**src/sv/bpc_ram.sv**
```systemverilog
// Generic single-write, single-read RAM with a registered read port.
module bpc_ram #(
    parameter int WIDTH = 8,
    parameter int DEPTH = 64
) (
    input  logic                     clk,
    input  logic                     we,
    input  logic [$clog2(DEPTH)-1:0] waddr,
    input  logic [WIDTH-1:0]         wdata,
    input  logic [$clog2(DEPTH)-1:0] raddr,
    output logic [WIDTH-1:0]         rdata
);

    logic [WIDTH-1:0] ram_reg [DEPTH];
    logic [WIDTH-1:0] rdata_reg;

    always_ff @(posedge clk)
    begin
        if (we)
        begin
            ram_reg[waddr] <= wdata;
        end
        rdata_reg <= ram_reg[raddr];
    end

    assign rdata = rdata_reg;

endmodule

```
**config.mk**
```make
export PLATFORM = sky130hd
export DESIGN_NAME = bpc_ram
export DESIGN_NICKNAME = d
export VERILOG_FILES = /design/src/sv/bpc_ram.sv
export SDC_FILE = /design/constraint.sdc
export NUM_CORES = 1
export LEC_CHECK = 0
export BUFFER_PORTS_ARGS = -buffer_cell sky130_fd_sc_hd__buf_2
export CAP_MARGIN = 20
export CORE_UTILIZATION = 46
export DETAILED_ROUTE_END_ITERATION = 7
export PLACE_DENSITY = 0.57
export SYNTH_ARGS = -nofsm -noshare
export SYNTH_HDL_FRONTEND = slang
export SYNTH_SLANG_ARGS = --single-unit
```
**constraint.sdc**
```tcl
create_clock -name clk -period 2.9 [get_ports clk]
set_input_delay 0.145 -clock clk [delete_from_list [all_inputs] [get_ports clk]]
set_output_delay 0.145 -clock clk [all_outputs]
set_load 0.02 [all_outputs]
```
**Word level (Yosys, flattened, before mapping)**

Memory sizes are Yosys's and may differ from the RTL's. A register that Yosys moved wholly into a read port is not among the register bits.
Index checks and enable logic that the tools add are counted.

- Output and inout port bits: 8
- Register bits: 0
- Bits of input ports: 22
- Word-level logic and storage cells: 3
- Memories kept: 1
- Bits in writable memories: 512

- Multiplexer cells: 2

Memories:

| memory | words | bits a word | rd ports | clocked after Yosys merged registers in | write ports | line | text |
|---|---|---|---|---|---|---|---|
| ram_reg | 64 | 8 | 1 | 1 | 1 | 14 | `logic [WIDTH-1:0] ram_reg [DEPTH];` |

Operators by type and width:

| kind | count |
|---|---|
| $mux W1 | 2 |

**Logic depth before layout (Yosys ltp)**

- Word-level depth: 2
- Mapped depth: 9
- Depth with buffers taken out: 5

**Least setup slack after synthesis**

Ideal clock, no wire load.

- Kind: in2reg
- Start: input raddr[1]
- End: register rdata_reg[3], in the netlist rdata[3] (read register of ram_reg)
- Path slack: 1.087 ns
- Required time: 2.772 ns
- Cell stages on the path: 7
- Arrival: 1.685 ns
- Library setup time: 0.128 ns
- Buffers on the path: 3
- Path through: buf_4 > buf_2 > buf_2 > mux4_2 > mux4_2 > o21ai_1 > o41ai_1

RTL lines:

| what | line | text |
|---|---|---|
| start, declared | 10 | `input logic [$clog2(DEPTH)-1:0] raddr,` |
| end, declared | 15 | `logic [WIDTH-1:0] rdata_reg;` |

==> impl_metrics.prom <==
# TYPE chip_impl_metric gauge
chip_impl_info{name="run_status",value="completed"} 1
chip_impl_metric{name="detailed_route_drc_error_count",unit=""} 0
chip_impl_metric{name="start_util",unit=""} 0.467
chip_impl_metric{name="cts_inserted_buffers",unit=""} 53
chip_impl_metric{name="dp_hpwl",unit="mm"} 30.4
chip_impl_metric{name="ctsResizeCount",unit=""} 0
chip_impl_info{name="tritoncts_clock_tree",value="built"} 1
chip_impl_metric{name="worst-endpoint-required",unit="ns"} 3.38
chip_impl_metric{name="die_area",unit="um2"} 44700
chip_impl_metric{name="seq_area_frac_synth",unit=""} 0.770
chip_impl_info{name="min_path_type",value="in -> reg"} 1
chip_impl_metric{name="synthToLayoutAreaGrowth",unit="%"} 15.3
chip_impl_metric{name="largest_register_ffs",unit=""} 512
chip_impl_metric{name="timing.final.hold_violations",unit=""} 0
chip_impl_metric{name="timing.final.max_slew_violations",unit=""} 0
chip_impl_metric{name="yosysUniqueCellTypes",unit=""} 40
chip_impl_metric{name="largest_net_degree_at_the_start_of_global_routing",unit=""} 65
chip_impl_info{name="setup.worst_path.end_class",value="register"} 1
chip_impl_metric{name="syn-num-nets",unit=""} 962
chip_impl_info{name="final_cell_mix",value="edfxtp_1, mux4_2, buf_4"} 1
chip_impl_info{name="layout_commonest_cell",value="edfxtp_1"} 1
chip_impl_metric{name="post-route-period-util",unit=""} 0.689
chip_impl_metric{name="ctsLongestPathBuffers",unit=""} 3
chip_impl_metric{name="ys_ff_latch",unit=""} 520
chip_impl_metric{name="drive_above_1_share",unit=""} 0.310
chip_impl_metric{name="postRouteAntennaNets",unit=""} 0
chip_impl_metric{name="dieWidth",unit="um"} 211
chip_impl_metric{name="synth-async-reset-ratio",unit=""} 0
chip_impl_info{name="rsz0062_at_grt",value="false"} 1
chip_impl_metric{name="htreeDepth",unit=""} 2
chip_impl_metric{name="worst_clock_skew",unit="ns"} 0.0254
chip_impl_metric{name="gp_congestion",unit=""} 0.810
chip_impl_metric{name="vias_in_the_first_global_route",unit=""} 10100
chip_impl_metric{name="synth_enable_flop_cells",unit=""} 512
chip_impl_metric{name="drv.max_cap_violation_count",unit=""} 0
chip_impl_metric{name="route.detailed.vias_per_inst",unit=""} 5.77
chip_impl_metric{name="least_setup_slack_across_all_paths_after_layout",unit="ns"} 0.901
chip_impl_metric{name="cts.repair_timing.setup_buffer_count",unit=""} 0
chip_impl_metric{name="cell_area_placed",unit="um2"} 21600
chip_impl_metric{name="holdBufCountCts",unit=""} 2
chip_impl_metric{name="routed_wirelength",unit="mm"} 47.3
chip_impl_metric{name="timing.final.crit_period",unit="ns"} 2.00
chip_impl_metric{name="tritoncts_num_sinks",unit=""} 520
chip_impl_metric{name="chipHeight",unit="um"} 211
chip_impl_metric{name="timing.critical_path.arrival",unit="ns"} 2.48
chip_impl_metric{name="number_of_optimization_iterations_in_the_first_detailed_route_pass",unit=""} 5
chip_impl_metric{name="timing.slew.headroom",unit=""} 0.447
chip_impl_metric{name="clk_pin_slew",unit="ns"} 0.06
chip_impl_info{name="ys.flop_type",value="edfxtp_1"} 1
chip_impl_metric{name="fin_setup_tns",unit="ns"} 0
chip_impl_metric{name="syn_avg_cell_area",unit="um2"} 21.5
chip_impl_metric{name="io_pins",unit=""} 30
chip_impl_metric{name="detail_route.iter0.violations",unit=""} 939
chip_impl_info{name="crit_type",value="reg -> reg"} 1
chip_impl_metric{name="fmaxAchievable",unit="MHz"} 500
chip_impl_info{name="cp-start-kind",value="register"} 1
chip_impl_metric{name="grt-ovfl-total",unit=""} 0
chip_impl_metric{name="design_area",unit="um2"} 23200
chip_impl_metric{name="power.density",unit="nW/um2"} 671
chip_impl_metric{name="yosysWarningCount",unit=""} 0
chip_impl_metric{name="syn-cell-area",unit="um2"} 20200
chip_impl_metric{name="number_of_placement_rows",unit=""} 76
chip_impl_info{name="clock_tree.root_cell",value="clkbuf_16"} 1
chip_impl_metric{name="core_area",unit="um2"} 43200
chip_impl_metric{name="wl_per_cell",unit="um"} 27.7
chip_impl_metric{name="cellLeakagePower",unit="nW"} 7.45
chip_impl_metric{name="layout.nets",unit=""} 1103
chip_impl_metric{name="report.final.setup_viol",unit=""} 0
chip_impl_metric{name="synth_top_area_frac",unit=""} 0.762
chip_impl_metric{name="grt.total_usage",unit=""} 0.220
chip_impl_info{name="synth.top_cells.by_area",value="edfxtp_1, mux4_2, nor2_1"} 1
chip_impl_metric{name="cp_max_fo",unit=""} 1
chip_impl_metric{name="detailedPlace.worstSlack",unit="ns"} 0.453
chip_impl_metric{name="ir_worst_vdd",unit="mV"} 0.413
chip_impl_metric{name="clock_latency_late_sink",unit="ns"} 0.60
chip_impl_info{name="synth.largest_area_cell",value="edfxtp_1"} 1
chip_impl_metric{name="detailroute.via_count",unit=""} 9862
chip_impl_metric{name="grt_first_pass_wirelength",unit="mm"} 69.0
chip_impl_metric{name="worstMarginPinSlew",unit="ns"} 0.830
chip_impl_metric{name="grt_antenna_before_repair",unit=""} 1
chip_impl_metric{name="synth_cells",unit=""} 940
chip_impl_metric{name="io_buffers",unit=""} 29
worst max-delay path, stage by stage (launching register included):
cell	delay, ns
edfxtp_1	0.37
mux4_2	0.47
nor2b_1	0.14
a2111oi_0	0.62
buf_4	0.23
o41ai_1	0.07
cell usage after synthesis, drive strengths merged, types with 13 or more instances:
| cell type | count |
|---|---|
| nor2b | 14 |
| buf | 34 |
| edfxtp | 512 |
| nand2 | 19 |
| nand3 | 13 |
| nor2 | 83 |
| mux2i | 23 |
| clkbuf | 17 |
| mux2 | 13 |
| mux4 | 126 |
logic make-up after synthesis:
logic type,count (synthesis),synth area share
mux,162,0.159
flops,520,0.770
buf+inv,51,0.0157
compound gates,54,0.0207
simple gates,153,0.0339
path summary, 6_finish.rpt:
check	endpoint	start	slack, ns	depth (start not counted)
worst max register to register	rdata[5]	ram_reg[3][5]	0.90	5
worst min register to register	rdata[6]	ram_reg[26][6]	0.86	3
worst min-delay path	ram_reg[23][1]	wdata[1]	0.06	1
worst max-delay path	rdata[5]	ram_reg[3][5]	0.90	5
layer usage:
layer	global-route usage	wire, um	vias up
met5	0	0	-
met4	0.0837	1460	0
met3	0.0411	2840	88
met2	0.339	22300	330
met1	0.315	20700	5221
li1	-	-	4223
final cells by class:
cell class	count	area, um2
Antenna cell	1	2.50
Clock buffer	63	1390
Clock inverter	35	248
Sequential cell	520	15500
Multi-Input combinational cell	369	4320
Fill cell	3374	19900
Tap cell	585	732
Timing Repair Buffer	137	1030
power breakdown:
part | leakage (nW) | internal [W] | switching, W
Clock | 0.804 | 0.00366 | 0.00276
Sequential | 4.67 | 0.00832 | 0.0000307
Combinational | 1.97 | 0.000316 | 0.000509
through the flow:
stage          power [W]  hold slack [ns]   util  instances
2_1_floorplan    0.00895            0.244      -        940
3_3_place_gp     0.00933            0.603  0.499       1606
3_5_place_dp     0.00934            0.609  0.499       1607
4_1_cts           0.0157           0.0335  0.538       1707
5_1_grt           0.0161           0.0693  0.538       1709
6_report          0.0156           0.0581  0.538       1710
No activity file was read; power rests on OpenSTA's default activity.
